===== src/design/mpfb_pkg.sv =====
// Shared constants, types and helpers for the page-mode frame buffer flush unit.
`timescale 1ns / 1ps

package mpfb_pkg;

  localparam int PANEL_WIDTH  = 128;
  localparam int PANEL_HEIGHT = 64;
  localparam int PAGE_COUNT   = (PANEL_HEIGHT + 7) / 8;
  localparam int STORE_BYTES  = PANEL_WIDTH * PAGE_COUNT;

  localparam int COL_W  = $clog2(PANEL_WIDTH);
  localparam int PAGE_W = (PAGE_COUNT > 1) ? $clog2(PAGE_COUNT) : 1;
  localparam int ADDR_W = $clog2(STORE_BYTES);

  localparam int X_W   = 7;
  localparam int Y_W   = 6;
  localparam int WID_W = 8;
  localparam int HGT_W = 7;

  localparam logic [7:0] CMD_COL_ADDR  = 8'h21;
  localparam logic [7:0] CMD_PAGE_ADDR = 8'h22;
  localparam logic [2:0] ROW_IN_PAGE   = 3'h7;

  typedef enum logic [1:0] {
    REQ_PIXEL = 2'd0,
    REQ_FILL  = 2'd1,
    REQ_FLUSH = 2'd2,
    REQ_TICK  = 2'd3
  } req_t;

  typedef enum logic [2:0] {
    ST_CLEAR,
    ST_IDLE,
    ST_FILL,
    ST_DRAIN,
    ST_TICK
  } state_t;

  typedef enum logic [2:0] {
    CI_COL_CMD,
    CI_COL_FIRST,
    CI_COL_LAST,
    CI_PAGE_CMD,
    CI_PAGE_FIRST,
    CI_PAGE_LAST,
    CI_DATA
  } cmd_idx_t;

  typedef struct packed {
    logic [7:0] data;
    logic       is_data;
    logic       last;
  } res_t;

  typedef struct packed {
    logic valid;
    res_t res;
  } res_push_t;

  typedef struct packed {
    logic              en;
    logic [ADDR_W-1:0] addr;
    logic [7:0]        data;
  } mem_wr_t;

  typedef struct packed {
    logic              en;
    logic [ADDR_W-1:0] addr;
  } mem_rd_t;

  function automatic logic [ADDR_W-1:0] store_addr(input logic [PAGE_W-1:0] page,
                                                   input logic [COL_W-1:0] col);
    return ADDR_W'(int'(page) * PANEL_WIDTH + int'(col));
  endfunction

  // rows lo..hi of one page set
  function automatic logic [7:0] page_mask(input logic [2:0] lo, input logic [2:0] hi);
    logic [7:0] m;
    for (int i = 0; i < 8; i++) begin
      m[i] = (3'(i) >= lo) && (3'(i) <= hi);
    end
    return m;
  endfunction

endpackage


===== src/design/mpfb_seq.sv =====
// Request sequencer: clearing pass, pixel and fill read-modify-write, flush stream walk.
`timescale 1ns / 1ps

module mpfb_seq (
  input  logic                          clk,
  input  logic                          rst_n,
  input  logic                          in_valid,
  output logic                          in_ready,
  input  mpfb_pkg::req_t                req_type,
  input  logic                          pixel_on,
  input  logic [mpfb_pkg::X_W-1:0]      x_origin,
  input  logic [mpfb_pkg::Y_W-1:0]      y_origin,
  input  logic [mpfb_pkg::WID_W-1:0]    rect_width,
  input  logic [mpfb_pkg::HGT_W-1:0]    rect_height,
  input  logic                          res_room,
  output mpfb_pkg::res_push_t           res_push,
  output mpfb_pkg::mem_wr_t             mem_wr,
  output mpfb_pkg::mem_rd_t             mem_rd,
  input  logic [7:0]                    rd_data
);

  localparam int XS_W = mpfb_pkg::X_W + 2;
  localparam int YS_W = mpfb_pkg::Y_W + 2;
  localparam int CW   = mpfb_pkg::COL_W;
  localparam int PW   = mpfb_pkg::PAGE_W;
  localparam int AW   = mpfb_pkg::ADDR_W;

  mpfb_pkg::state_t   state_r, state_nxt;
  mpfb_pkg::cmd_idx_t cmd_idx_r, cmd_idx_nxt;
  logic [AW-1:0]      clr_cnt_r, clr_cnt_nxt;
  logic               fl_active_r, fl_active_nxt;
  logic [CW-1:0]      win_cf_r, win_cf_nxt, win_cl_r, win_cl_nxt;
  logic [PW-1:0]      win_pf_r, win_pf_nxt, win_pl_r, win_pl_nxt;
  logic [PW-1:0]      cur_page_r, cur_page_nxt;
  logic [CW-1:0]      cur_col_r, cur_col_nxt;

  logic               wr_pend_r, wr_pend_nxt;
  logic [AW-1:0]      wr_addr_r, wr_addr_nxt;
  logic [7:0]         wr_mask_r, wr_mask_nxt;
  logic               wr_on_r, wr_on_nxt;

  logic               f_on_r, f_on_nxt;
  logic [PW-1:0]      f_page_r, f_page_nxt, f_pf_r, f_pf_nxt, f_pl_r, f_pl_nxt;
  logic [CW-1:0]      f_col_r, f_col_nxt, f_cf_r, f_cf_nxt, f_cl_r, f_cl_nxt;
  logic [2:0]         f_rlo_r, f_rlo_nxt, f_rhi_r, f_rhi_nxt;

  logic               accept;
  logic [XS_W-1:0]    x_sum, x_end;
  logic [YS_W-1:0]    y_sum, y_end;
  logic               span_ok, px_ok;
  logic [CW-1:0]      col_first, col_last;
  logic [PW-1:0]      page_first, page_last;
  logic [2:0]         fill_lo, fill_hi;
  logic               tick_last, fill_last;
  logic [7:0]         cmd_byte;

  assign in_ready = (state_r == mpfb_pkg::ST_IDLE) && res_room;
  assign accept   = in_valid && in_ready;

  // clipping of the request span
  always_comb begin
    x_sum = XS_W'(x_origin) + XS_W'(rect_width) - XS_W'(1);
    x_end = (x_sum > XS_W'(mpfb_pkg::PANEL_WIDTH - 1)) ?
            XS_W'(mpfb_pkg::PANEL_WIDTH - 1) : x_sum;
    y_sum = YS_W'(y_origin) + YS_W'(rect_height) - YS_W'(1);
    y_end = (y_sum > YS_W'(mpfb_pkg::PANEL_HEIGHT - 1)) ?
            YS_W'(mpfb_pkg::PANEL_HEIGHT - 1) : y_sum;
    px_ok = (XS_W'(x_origin) < XS_W'(mpfb_pkg::PANEL_WIDTH)) &&
            (YS_W'(y_origin) < YS_W'(mpfb_pkg::PANEL_HEIGHT));
    span_ok = (rect_width != '0) && (rect_height != '0) && px_ok;
    col_first  = CW'(XS_W'(mpfb_pkg::PANEL_WIDTH - 1) - x_end);
    col_last   = CW'(XS_W'(mpfb_pkg::PANEL_WIDTH - 1) - XS_W'(x_origin));
    page_first = PW'(y_origin >> 3);
    page_last  = PW'(y_end >> 3);
  end

  always_comb begin
    fill_lo   = (f_page_r == f_pf_r) ? f_rlo_r : 3'd0;
    fill_hi   = (f_page_r == f_pl_r) ? f_rhi_r : mpfb_pkg::ROW_IN_PAGE;
    fill_last = (f_page_r == f_pl_r) && (f_col_r == f_cl_r);
    tick_last = (cur_page_r == win_pl_r) && (cur_col_r == win_cl_r);
  end

  always_comb begin
    case (cmd_idx_r)
      mpfb_pkg::CI_COL_CMD:    cmd_byte = mpfb_pkg::CMD_COL_ADDR;
      mpfb_pkg::CI_COL_FIRST:  cmd_byte = 8'(win_cf_r);
      mpfb_pkg::CI_COL_LAST:   cmd_byte = 8'(win_cl_r);
      mpfb_pkg::CI_PAGE_CMD:   cmd_byte = mpfb_pkg::CMD_PAGE_ADDR;
      mpfb_pkg::CI_PAGE_FIRST: cmd_byte = 8'(win_pf_r);
      mpfb_pkg::CI_PAGE_LAST:  cmd_byte = 8'(win_pl_r);
      default:                 cmd_byte = 8'h00;
    endcase
  end

  // next state
  always_comb begin
    state_nxt = state_r;
    case (state_r)
      mpfb_pkg::ST_CLEAR: begin
        if (clr_cnt_r == AW'(mpfb_pkg::STORE_BYTES - 1)) begin
          state_nxt = mpfb_pkg::ST_IDLE;
        end
      end
      mpfb_pkg::ST_IDLE: begin
        if (accept) begin
          case (req_type)
            mpfb_pkg::REQ_PIXEL: if (px_ok) state_nxt = mpfb_pkg::ST_DRAIN;
            mpfb_pkg::REQ_FILL:  if (span_ok) state_nxt = mpfb_pkg::ST_FILL;
            mpfb_pkg::REQ_TICK: begin
              if (fl_active_r && (cmd_idx_r == mpfb_pkg::CI_DATA)) begin
                state_nxt = mpfb_pkg::ST_TICK;
              end
            end
            default: state_nxt = mpfb_pkg::ST_IDLE;
          endcase
        end
      end
      mpfb_pkg::ST_FILL:  if (fill_last) state_nxt = mpfb_pkg::ST_DRAIN;
      mpfb_pkg::ST_DRAIN: state_nxt = mpfb_pkg::ST_IDLE;
      mpfb_pkg::ST_TICK:  state_nxt = mpfb_pkg::ST_IDLE;
      default:            state_nxt = mpfb_pkg::ST_IDLE;
    endcase
  end

  // datapath and outputs
  always_comb begin
    cmd_idx_nxt   = cmd_idx_r;
    clr_cnt_nxt   = clr_cnt_r;
    fl_active_nxt = fl_active_r;
    win_cf_nxt    = win_cf_r;
    win_cl_nxt    = win_cl_r;
    win_pf_nxt    = win_pf_r;
    win_pl_nxt    = win_pl_r;
    cur_page_nxt  = cur_page_r;
    cur_col_nxt   = cur_col_r;
    wr_pend_nxt   = 1'b0;
    wr_addr_nxt   = wr_addr_r;
    wr_mask_nxt   = wr_mask_r;
    wr_on_nxt     = wr_on_r;
    f_on_nxt      = f_on_r;
    f_page_nxt    = f_page_r;
    f_pf_nxt      = f_pf_r;
    f_pl_nxt      = f_pl_r;
    f_col_nxt     = f_col_r;
    f_cf_nxt      = f_cf_r;
    f_cl_nxt      = f_cl_r;
    f_rlo_nxt     = f_rlo_r;
    f_rhi_nxt     = f_rhi_r;
    mem_rd        = '0;
    res_push      = '0;

    if (state_r == mpfb_pkg::ST_CLEAR) begin
      mem_wr.en   = 1'b1;
      mem_wr.addr = clr_cnt_r;
      mem_wr.data = 8'h00;
    end else begin
      mem_wr.en   = wr_pend_r;
      mem_wr.addr = wr_addr_r;
      mem_wr.data = wr_on_r ? (rd_data | wr_mask_r) : (rd_data & ~wr_mask_r);
    end

    case (state_r)
      mpfb_pkg::ST_CLEAR: clr_cnt_nxt = clr_cnt_r + AW'(1);
      mpfb_pkg::ST_IDLE: begin
        if (accept) begin
          case (req_type)
            mpfb_pkg::REQ_PIXEL: begin
              if (px_ok) begin
                mem_rd.en   = 1'b1;
                mem_rd.addr = mpfb_pkg::store_addr(page_first, col_last);
                wr_pend_nxt = 1'b1;
                wr_addr_nxt = mpfb_pkg::store_addr(page_first, col_last);
                wr_mask_nxt = 8'b1 << y_origin[2:0];
                wr_on_nxt   = pixel_on;
              end
            end
            mpfb_pkg::REQ_FILL: begin
              if (span_ok) begin
                f_on_nxt   = pixel_on;
                f_page_nxt = page_first;
                f_pf_nxt   = page_first;
                f_pl_nxt   = page_last;
                f_col_nxt  = col_first;
                f_cf_nxt   = col_first;
                f_cl_nxt   = col_last;
                f_rlo_nxt  = y_origin[2:0];
                f_rhi_nxt  = y_end[2:0];
              end
            end
            mpfb_pkg::REQ_FLUSH: begin
              if (span_ok) begin
                win_cf_nxt    = col_first;
                win_cl_nxt    = col_last;
                win_pf_nxt    = page_first;
                win_pl_nxt    = page_last;
                cur_page_nxt  = page_first;
                cur_col_nxt   = col_first;
                cmd_idx_nxt   = mpfb_pkg::CI_COL_CMD;
                fl_active_nxt = 1'b1;
              end
            end
            default: begin
              if (fl_active_r) begin
                if (cmd_idx_r != mpfb_pkg::CI_DATA) begin
                  res_push.valid       = 1'b1;
                  res_push.res.data    = cmd_byte;
                  res_push.res.is_data = 1'b0;
                  res_push.res.last    = 1'b0;
                  cmd_idx_nxt          = mpfb_pkg::cmd_idx_t'(cmd_idx_r + 3'd1);
                end else begin
                  mem_rd.en   = 1'b1;
                  mem_rd.addr = mpfb_pkg::store_addr(cur_page_r, cur_col_r);
                end
              end
            end
          endcase
        end
      end
      mpfb_pkg::ST_FILL: begin
        mem_rd.en   = 1'b1;
        mem_rd.addr = mpfb_pkg::store_addr(f_page_r, f_col_r);
        wr_pend_nxt = 1'b1;
        wr_addr_nxt = mpfb_pkg::store_addr(f_page_r, f_col_r);
        wr_mask_nxt = mpfb_pkg::page_mask(fill_lo, fill_hi);
        wr_on_nxt   = f_on_r;
        if (f_col_r == f_cl_r) begin
          f_col_nxt  = f_cf_r;
          f_page_nxt = f_page_r + PW'(1);
        end else begin
          f_col_nxt = f_col_r + CW'(1);
        end
      end
      mpfb_pkg::ST_TICK: begin
        res_push.valid       = 1'b1;
        res_push.res.data    = rd_data;
        res_push.res.is_data = 1'b1;
        res_push.res.last    = tick_last;
        if (tick_last) begin
          fl_active_nxt = 1'b0;
        end else if (cur_col_r == win_cl_r) begin
          cur_col_nxt  = win_cf_r;
          cur_page_nxt = cur_page_r + PW'(1);
        end else begin
          cur_col_nxt = cur_col_r + CW'(1);
        end
      end
      default: ;
    endcase
  end

  always_ff @(posedge clk) begin
    if (!rst_n) begin
      state_r     <= mpfb_pkg::ST_CLEAR;
      cmd_idx_r   <= mpfb_pkg::CI_COL_CMD;
      clr_cnt_r   <= '0;
      fl_active_r <= 1'b0;
      win_cf_r    <= '0;
      win_cl_r    <= '0;
      win_pf_r    <= '0;
      win_pl_r    <= '0;
      cur_page_r  <= '0;
      cur_col_r   <= '0;
      wr_pend_r   <= 1'b0;
    end else begin
      state_r     <= state_nxt;
      cmd_idx_r   <= cmd_idx_nxt;
      clr_cnt_r   <= clr_cnt_nxt;
      fl_active_r <= fl_active_nxt;
      win_cf_r    <= win_cf_nxt;
      win_cl_r    <= win_cl_nxt;
      win_pf_r    <= win_pf_nxt;
      win_pl_r    <= win_pl_nxt;
      cur_page_r  <= cur_page_nxt;
      cur_col_r   <= cur_col_nxt;
      wr_pend_r   <= wr_pend_nxt;
    end
  end

  always_ff @(posedge clk) begin
    wr_addr_r <= wr_addr_nxt;
    wr_mask_r <= wr_mask_nxt;
    wr_on_r   <= wr_on_nxt;
    f_on_r    <= f_on_nxt;
    f_page_r  <= f_page_nxt;
    f_pf_r    <= f_pf_nxt;
    f_pl_r    <= f_pl_nxt;
    f_col_r   <= f_col_nxt;
    f_cf_r    <= f_cf_nxt;
    f_cl_r    <= f_cl_nxt;
    f_rlo_r   <= f_rlo_nxt;
    f_rhi_r   <= f_rhi_nxt;
  end

endmodule


===== config.mk =====
export PLATFORM = sky130hd
export DESIGN_NAME = mpfb_seq
export DESIGN_NICKNAME = d
export VERILOG_FILES = /design/src/design/mpfb_pkg.sv /design/src/design/mpfb_seq.sv
export SDC_FILE = /design/constraint.sdc
export NUM_CORES = 1
export LEC_CHECK = 0
export ABC_CLOCK_PERIOD_IN_PS = 4800
export BUFFER_PORTS_ARGS = -buffer_cell sky130_fd_sc_hd__buf_4
export CORE_MARGIN = 3
export CORE_UTILIZATION = 25
export DETAILED_ROUTE_END_ITERATION = 16
export MAX_ROUTING_LAYER = met4
export PLACE_DENSITY = 0.41
export SLEW_MARGIN = 20
export SYNTH_ARGS = -nofsm -noshare
export SYNTH_HDL_FRONTEND = slang
export SYNTH_SLANG_ARGS = --single-unit

===== constraint.sdc =====
create_clock -name clk -period 4.8 [get_ports clk]
set_input_delay 0 -clock clk [delete_from_list [all_inputs] [get_ports clk]]
set_output_delay 0 -clock clk [all_outputs]
set_load 0.05 [all_outputs]

Word level (Yosys, flattened, before mapping) --
Cells that the tools add are included.
Word-level totals: register bits 104, input bits 43, output and inout port bits 42, word-level logic and storage cells 195
Operators by class: add/sub/neg operators 15, order comparisons 18, eq/ne operators 33, shift-type cells 1, muxes and demuxes 65, bitwise gates (word level) 4, reductions and logical operators 36
Operators with widths (count):
- two-way mux 11 bit | 7
- case mux 11 bit (2 select lines) | 3
- two-way mux 7 bit | 9
- two-way mux 3 bit | 18
- case mux 7 bit (6 select lines) | 1
- adder 10 x 7 -> 10 bit | 3
- case mux 7 bit (2 select lines) | 2
- two-way mux 8 bit | 3
- two-way mux 10 bit | 2
- case mux 10 bit (2 select lines) | 1
- AND reduction 5 bit | 4
- two-way mux 19 bit | 1
- inequality test 2 bit, second input constant | 9
- case mux 3 bit (2 select lines) | 3
- case mux 3 bit (3 select lines) | 2
- case mux 8 bit (2 select lines) | 1
- adder 7 x 1 -> 7 bit, second input constant | 2
- == test 7 bit | 2
- logical AND 1 bit | 14
- subtractor 7 bit, first input constant | 2
- == test 3 bit, second input constant | 4
- >= comparator 3 bit, first input constant | 4
- <= comparator 3 bit, first input constant | 4
- AND reduction 4 bit | 3
- 37 further kinds | 68

Depth between registers and ports, before layout --
Gate-level depths: netlist of run 1.
depth after elaboration 9, depth in mapped cells 12, depth with buffers taken out 12

Least setup slack after synthesis of run 1 --
Ideal clock, no wire load.
path type register to register, start reg state_r[0], end reg f_cf_r[0], enable pin, library setup time 411 ps, arrival time 2207 ps, data required time 4389 ps, path slack 2182 ps, cell stages (with the launch flop) 6, buffers on the path 1, period minus slack after synthesis 2618 ps, path through dfxtp_1 nor3b_4 and3_1 buf_4 nand3_1 nor2_1
On the way: word-level cells in the longest chain between the ends 4
RTL lines:
- start, declared | RTL line mpfb_seq.sv:28 | mpfb_pkg::state_t state_r, state_nxt;
- start signal, assigned | RTL line mpfb_seq.sv:254 | state_r <= mpfb_pkg::ST_CLEAR;
- start signal, assigned | RTL line mpfb_seq.sv:266 | state_r <= state_nxt;
- == test 3 x 1 -> 1 bit (*) | RTL line mpfb_seq.sv:57, mpfb_seq.sv:163
- logical AND 1 bit | RTL line mpfb_seq.sv:57 | assign in_ready = (state_r == mpfb_pkg::ST_IDLE) && res_room;
- logical AND 1 bit | RTL line mpfb_seq.sv:58 | assign accept = in_valid && in_ready;
- AND reduction 4 bit (no source line) (*)
- end signal, assigned | RTL line mpfb_seq.sv:289 | f_cf_r <= f_cf_nxt;
- end, declared | RTL line mpfb_seq.sv:44 | logic [CW-1:0] f_col_r, f_col_nxt, f_cf_r, f_cf_nxt, f_cl_r, f_cl_nxt;
Mark *: on every way between the ends. The rest lies on a longest branch, timed or not. A chain may end at the register's enable or synchronous reset.

Worst setup path in the final report of run 1 --
start in x_origin[1] in the netlist's numbering, end reg f_col_r[4], data pin
On the way: word-level cells in the longest chain between the ends 9
RTL lines:
- start, declared | RTL line mpfb_seq.sv:11 | input logic [mpfb_pkg::X_W-1:0] x_origin,
- adder 7 x 8 -> 9 bit (*) | RTL line mpfb_seq.sv:62 | x_sum = XS_W'(x_origin) + XS_W'(rect_width) - XS_W'(1);
- subtractor 9 x 1 -> 9 bit (*) | RTL line mpfb_seq.sv:62
- greater-than comparator 9 x 7 -> 1 bit | RTL line mpfb_seq.sv:63 | x_end = (x_sum > XS_W'(mpfb_pkg::PANEL_WIDTH - 1)) ?
- two-way mux 7 bit (*) | RTL line mpfb_seq.sv:63
- subtractor 7 bit (*) | RTL line mpfb_seq.sv:71 | col_first = CW'(XS_W'(mpfb_pkg::PANEL_WIDTH - 1) - x_end);
- two-way mux 7 bit (*) | RTL line mpfb_seq.sv:179 | if (span_ok) begin
- two-way mux 7 bit (*) | RTL line mpfb_seq.sv:167 | case (req_type)
- two-way mux 7 bit (*) | RTL line mpfb_seq.sv:166 | if (accept) begin
- case mux 7 bit (2 select lines) (*) | RTL line mpfb_seq.sv:163 | case (state_r)
- named net f_col_nxt[4] | RTL line mpfb_seq.sv:44
- end signal, assigned | RTL line mpfb_seq.sv:288 | f_col_r <= f_col_nxt;
- end, declared | RTL line mpfb_seq.sv:44
Mark *: on every way through the listed nets, which the timed path passes. The rest lies on a longest branch. The select of a mux whose other input is x is not followed.

==> results of run 1 <==
==> power groups by stage <==
stage / Sequential (mW) / Combinational [mW] / Clock, mW
global placement: 1.00 / 0.517 / 0
floorplan: 0.992 / 0.352 / 0
CTS: 0.981 / 0.528 / 0.796
finish: 0.981 / 0.524 / 0.779
detailed placement: 1.00 / 0.516 / 0
global route: 0.984 / 0.574 / 0.831
==> layer usage <==
metal / GRT usage [%] / routed length, microns / vias up
li1: - / - / 2762
met1: 20.6 / 10200 / 2610
met2: 25.3 / 9960 / 131
met3: 2.03 / 895 / 16
met4: 3.98 / 328 / 0
met5: - / 0 / -
==> registers in the layout (all words and copies together), names as in the netlist, 7 cells and up <==
register   flops
win_cf_r       7
f_col_r        7
wr_mask_r      8
f_cf_r         7
cur_col_r      7
win_cl_r       7
f_cl_r         7
wr_addr_r     10
clr_cnt_r     10
==> synth_stat cells, types with 3 or more instances <==
library cell	n
nand2_1	79
inv_1	65
nor2_1	58
edfxtp_1	56
dfxtp_1	48
nand3_1	39
ha_1	36
o21ai_0	32
a21oi_1	28
xnor2_1	23
clkbuf_1	22
xor2_1	22
o21ai_1	17
a211oi_1	16
mux2i_1	14
nor3_1	12
o211ai_1	11
mux2_2	10
nand4_1	10
and2_1	9
a22oi_1	8
and3_1	7
a221o_1	6
o22ai_1	6
a21o_1	5
nand2b_1	5
nor4_1	5
a31oi_1	4
o41ai_1	4
a21boi_0	3
buf_1	3
buf_2	3
buf_4	3
nand3b_1	3
nor2b_1	3
or2_2	3
or3_1	3
==> worst register-to-register path: cells and delay by family (launching register included) <==
kind | cells | cell delay, ns
AO/OA/AOI/OAI | 3 | 1.42
AND/OR/NAND/NOR | 2 | 0.72
flip-flops | 1 | 0.48
==> cell families after synthesis <==
kind of cell / after synthesis / synth area share [%]
AND/OR/NAND/NOR: 254 / 19.6
AO/OA/AOI/OAI: 164 / 16.6
flip-flops: 104 / 40.4
buffers and inverters: 98 / 5.86
XOR/XNOR: 45 / 6.03
adder cells (fa/ha/maj): 38 / 7.51
multiplexers: 24 / 3.87
==> layout make-up <==
| type | count | area share, % |
|---|---|---|
| clock buffer | 9 | 2.82 |
| timing repair buffer | 106 | 10.5 |
| clock inverter | 7 | 1.11 |
| tap | 330 | 5.18 |
| inverter | 67 | 3.15 |
| multi-input combinational | 525 | 44.1 |
| sequential | 104 | 33.1 |
==> per-stage QoR <==
stage,power [mW],std cells,setup WS [ns]
3_3_place_gp,1.52,1116,1.90
4_1_cts,2.31,1148,1.77
5_1_grt,2.39,1148,1.44
6_report,2.28,1148,1.74
3_5_place_dp,1.52,1116,1.80
2_1_floorplan,1.34,727,2.18
==> cells in the final DEF (no fill, tap or decap), types with 17 or more instances in the layout <==
cell,netlist,layout
a21oi_1,28,28
buf_4,3,90
dfxtp_1,48,48
edfxtp_1,56,56
ha_1,36,36
inv_1,65,65
nand2_1,79,79
nand3_1,39,39
nor2_1,58,56
o21ai_0,32,32
o21ai_1,17,17
xnor2_1,23,23
xor2_1,22,22
==> worst paths after layout <==
path	to	cells past startpoint	start	slack (ns)
setup reg to reg	f_page_r[2]	5	state_r[0]	1.85
hold reg to reg	win_pf_r[1]	2	win_pf_r[1]	0.46
setup / recovery	f_col_r[4]	13	x_origin[1]	1.74
hold / removal	win_cf_r[5]	3	rst_n	0.03
==> impl_metrics.env, run 1 <==
export IMPL_synth_edff_count=56
export IMPL_period_share_pct=63.7
export IMPL_path_buf_inv=4
export IMPL_cts_sinks=104
export IMPL_gp_congestion=0.815
export IMPL_combPwrFrac_pct=22.9
export IMPL_yosys_top_cells_area="edfxtp_1, dfxtp_1, ha_1, nand2_1, inv_1"
export IMPL_coreArea_sq_um=25400
export IMPL_path_class="input pin to flop"
export IMPL_rows=58
export IMPL_start_kind="input pin"
export IMPL_slowest_delay_ns=0.52
export IMPL_path_clk_slew_ns=0.08
export IMPL_cts_setup_buffers=0
export IMPL_antenna_found_initial=0
export IMPL_drc_errors=0
export IMPL_hold_viol=0
export IMPL_worstSkewPairLatency_ns=0.36
export IMPL_initial_utilization_pct=25.7
export IMPL_relSlewSlack_pct=35.1
export IMPL_io_pins=85
export IMPL_min_period_ns=3.06
export IMPL_ys_ff_latch=104
export IMPL_required_ns=4.89
export IMPL_nNetsFinal=894
export IMPL_critPathSlowestCell="dlygate4sd3_1"
export IMPL_synth_ff_type="edfxtp_1"
export IMPL_vdd_drop_max_mv=0.121
export IMPL_sw_frac_of_total_pct=32.8
export IMPL_dr_pass1_iters=5
export IMPL_cts_buffers_inserted=9
export IMPL_grt_overflow=0
export IMPL_track_usage_pct=15.6
export IMPL_layout_drive_gt1_share_pct=16.7
export IMPL_async_flop_share_pct=0
export IMPL_endpoint_kind="flop"
export IMPL_htree_levels=3
export IMPL_place_area_sq_um=7500
export IMPL_worstMarginPinSlew_ns=0.974
export IMPL_ctsResizeCount=0
export IMPL_holdBufCountCts=16
export IMPL_maxCapViolations=0
export IMPL_yosys_cell_types_count=75
export IMPL_die_w_microns=168
export IMPL_p_int_mw=1.53
export IMPL_grt_pass1_wl_microns=32900
export IMPL_finalSetupViolCount=0
export IMPL_yosys_area_top_type="edfxtp_1"
export IMPL_cts_tree="yes"
export IMPL_dp_hpwl_microns=16600
export IMPL_cts_max_path_buffers=2
export IMPL_n_antenna_cell=0
export IMPL_final_util_pct=31.4
export IMPL_p_seq_share_pct=42.9
export IMPL_critical_path_top_delay_family="compound AO/OA/AOI/OAI gates"
export IMPL_cp_arrival_ns=3.15
export IMPL_drtIter0Drc=389
export IMPL_leakagePower_nw=3.23
export IMPL_avgViaCountPerCell=4.81
export IMPL_grt_max_degree=28
export IMPL_syn_avg_cell_area_sq_um=8.99
export IMPL_die_area_sq_um=28100
export IMPL_dr_total_vias=5519
export IMPL_synth_top_area_share_pct=25.7
export IMPL_drtAntennaViolNets=0
export IMPL_fillerInstances=2734
export IMPL_synthesis_area_sq_um=6530
export IMPL_tns_ns=0
export IMPL_final_max_slew_viol_count=0
export IMPL_ys_warn_count=0
export IMPL_cp_max_fo=4
export IMPL_powerDensity_nw_per_um2=286
export IMPL_seq_area_frac_synth_pct=40.4
export IMPL_finalWirelength_microns=21400
export IMPL_hold_class="input pin to flop"
export IMPL_cp_cell_sequence="dlygate4sd3_1 > buf_4 > inv_1 > ha_1 > inv_1 > ha_1 > fa_1 > a211o_1 > a2111oi_1 > nor3b_2 > and3b_1 > o21ai_1 > o21ai_0"
export IMPL_rsz0062_at_grt="no"
export IMPL_p_clk_share_pct=34.1
export IMPL_fin_area_sq_um=7980
export IMPL_multi_input_area_sq_um=3520
export IMPL_holdWs_ns=0.0283
export IMPL_areaGrowthSynthToFinish_pct=22.1
export IMPL_clockRootBuffer="clkbuf_16"
export IMPL_wl_per_cell_microns=18.6
export IMPL_die_y_microns=168
export IMPL_status="complete, no violations"
export IMPL_port_buffers=84
export IMPL_power_switching_uw=750
export IMPL_fin_skew_ns=0.0106
export IMPL_grt_pass1_vias=5491
export IMPL_seq_area_sq_um=2640
export IMPL_syn_inst=727
export IMPL_max_freq_mhz=327
export IMPL_syn_num_nets=808
No activity file was read; power rests on OpenSTA's default activity.
==> run 2, diff against run 1 <==
- ABC_CLOCK_PERIOD_IN_PS: 4800 -> 2920
- clock period: 4.8 -> 2.92 ns (I/O delays scaled with it)
==> run 2 against run 1 <==
  * Routed wire length hardly changed
  * Via count up 1.1%
  * Clock-buffer cell count stayed put
  * Global-route usage grew 0.13 points
  * Power is 65% higher
  * Cell count rose by 1.4%
  * Non-clock buffer count increased by 16
  * Critical endpoint unchanged
==> impl_metrics.env, run 2 (same netlist as run 1, synthesis figures left out) <==
export IMPL_status="complete, no violations"
export IMPL_coreArea_sq_um=25400
export IMPL_layout_drive_gt1_share_pct=18.3
export IMPL_holdWs_ns=0.0335
export IMPL_leakagePower_nw=3.31
export IMPL_wl_per_cell_microns=18.3
export IMPL_n_antenna_cell=0
export IMPL_drtAntennaViolNets=0
export IMPL_cp_max_fo=4
export IMPL_antenna_found_initial=0
export IMPL_avgViaCountPerCell=4.79
export IMPL_path_clk_slew_ns=0.08
export IMPL_final_common_cell="buf_4"
export IMPL_cts_max_path_buffers=2
export IMPL_worst_r2r_setup_slack_ns=0.41
export IMPL_period_share_pct=95.5
export IMPL_die_w_microns=168
export IMPL_maxCapViolations=0
export IMPL_worstMarginPinSlew_ns=0.635
export IMPL_holdPathEnd="cur_col_r[6]"
export IMPL_dp_cells=1130
export IMPL_finalWirelength_microns=21300
export IMPL_cts_tree="yes"
export IMPL_nNetsFinal=910
export IMPL_drc_errors=0
export IMPL_power_switching_mw=1.23
export IMPL_finalPower_mw=3.76
export IMPL_cts_setup_buffers=0
export IMPL_reg_largest_list="clr_cnt_r (10), wr_addr_r (10), wr_mask_r (8)"
export IMPL_rsz0062_at_grt="no"
export IMPL_reg2regPathDepth=7
export IMPL_grt_pass1_wl_microns=33100
export IMPL_dr_pass1_iters=4
export IMPL_reg2reg_from="state_r[0]"
export IMPL_worstSkewPairLatency_ns=0.36
export IMPL_fillerInstances=2707
export IMPL_hold_class="input pin to flop"
export IMPL_track_usage_pct=15.7
export IMPL_seq_area_sq_um=2640
export IMPL_hold_viol=0
export IMPL_path_class="input pin to flop"
export IMPL_start_kind="input pin"
export IMPL_port_buffers=84
export IMPL_timing_rr_end="win_cl_r[0]"
export IMPL_areaGrowthSynthToFinish_pct=24.3
export IMPL_clockRootBuffer="clkbuf_16"
export IMPL_place_worst_setup_slack_ns=0.0657
export IMPL_layout_common_cells="buf_4, nand2_1, inv_1"
export IMPL_dr_total_vias=5579
export IMPL_finalSetupViolCount=0
export IMPL_grt_pass1_vias=5625
export IMPL_vdd_drop_max_mv=0.254
export IMPL_p_clk_share_pct=33.9
export IMPL_gp_congestion=0.841
export IMPL_relSlewSlack_pct=57.2
export IMPL_grt_max_degree=34
export IMPL_cts_sinks=104
export IMPL_fin_skew_ns=0.00780
export IMPL_required_ns=3.03
export IMPL_finalNonFillerCells=1164
export IMPL_dp_hpwl_microns=16800
export IMPL_endpoint_kind="flop"
export IMPL_hold_depth=3
export IMPL_tns_ns=0
export IMPL_cp_arrival_ns=2.89
export IMPL_combPwrFrac_pct=23.3
export IMPL_multi_input_area_sq_um=3520
export IMPL_fin_ws_ns=0.132
export IMPL_drtIter0Drc=299
export IMPL_max_freq_mhz=359
export IMPL_io_pins=85
export IMPL_grt_overflow=0
export IMPL_powerDensity_nw_per_um2=463
export IMPL_initial_utilization_pct=25.7
export IMPL_sw_frac_of_total_pct=32.6
export IMPL_cts_buffers_inserted=9
export IMPL_p_seq_share_pct=42.8
export IMPL_min_period_ns=2.79
export IMPL_p_int_mw=2.53
export IMPL_final_max_slew_viol_count=0
export IMPL_die_area_sq_um=28100
export IMPL_htree_levels=3
export IMPL_rows=58
export IMPL_hold_start="rst_n"
export IMPL_die_y_microns=168
## run 2: cell type report
cell class / instances / area share, %
clock buffer: 9 / 2.77
timing repair buffer: 122 / 12.0
clock inverter: 7 / 1.16
inverter: 67 / 3.10
sequential: 104 / 32.5
tap: 330 / 5.08
multi-input combinational: 525 / 43.4
## run 2: worst max-delay path, cell delays in order
cell	delay, ns
dlygate4sd3_1	0.53
buf_4	0.13
inv_1	0.05
ha_1	0.26
inv_1	0.07
fa_1	0.48
a211o_1	0.32
a2111oi_1	0.42
nor3b_2	0.14
and3b_1	0.26
o21ai_2	0.12
o21ai_0	0.12
## run 2: worst max-delay path by stage
stage                     start           end  cells after the start
global route        x_origin[2]  cur_col_r[5]                     12
finish              x_origin[2]    f_col_r[4]                     12
CTS                 x_origin[2]    f_col_r[4]                     12
floorplan            state_r[0]     f_cf_r[0]                      5
detailed placement  x_origin[1]    f_col_r[4]                     12
global placement    x_origin[1]    f_col_r[4]                     12
## run 2: what timing repair did
action | CTS | global route
gates resized for setup | 0 | 2
hold endpoints to repair | 34 | 0
endpoints found under the setup margin | 0 | 3
hold buffers | 18 | 0
## run 2: power groups by stage
stage	combinational [mW]	clock, mW	sequential (mW)
CTS	0.883	1.32	1.61
finish	0.875	1.28	1.61
global placement	0.865	0	1.65
detailed placement	0.863	0	1.64
global route	0.958	1.37	1.62
floorplan	0.578	0	1.63
## run 2: per-layer routing
layer | track usage [%] | vias to the layer above | wire, microns
li1 | - | 2801 | -
met1 | 21.3 | 2628 | 10200
met2 | 25.0 | 133 | 9840
met3 | 2.76 | 17 | 990
met4 | 2.92 | 0 | 297
met5 | - | - | 0
## run 2: stage by stage
stage | instance area (sq um) | util, %
final | 8120 | 32.0
after global routing | 8120 | 32.0
after CTS | 8120 | 32.0
after detailed placement | 7620 | 30.0
after global placement | 7620 | 30.0
after floorplan | 6530 | -
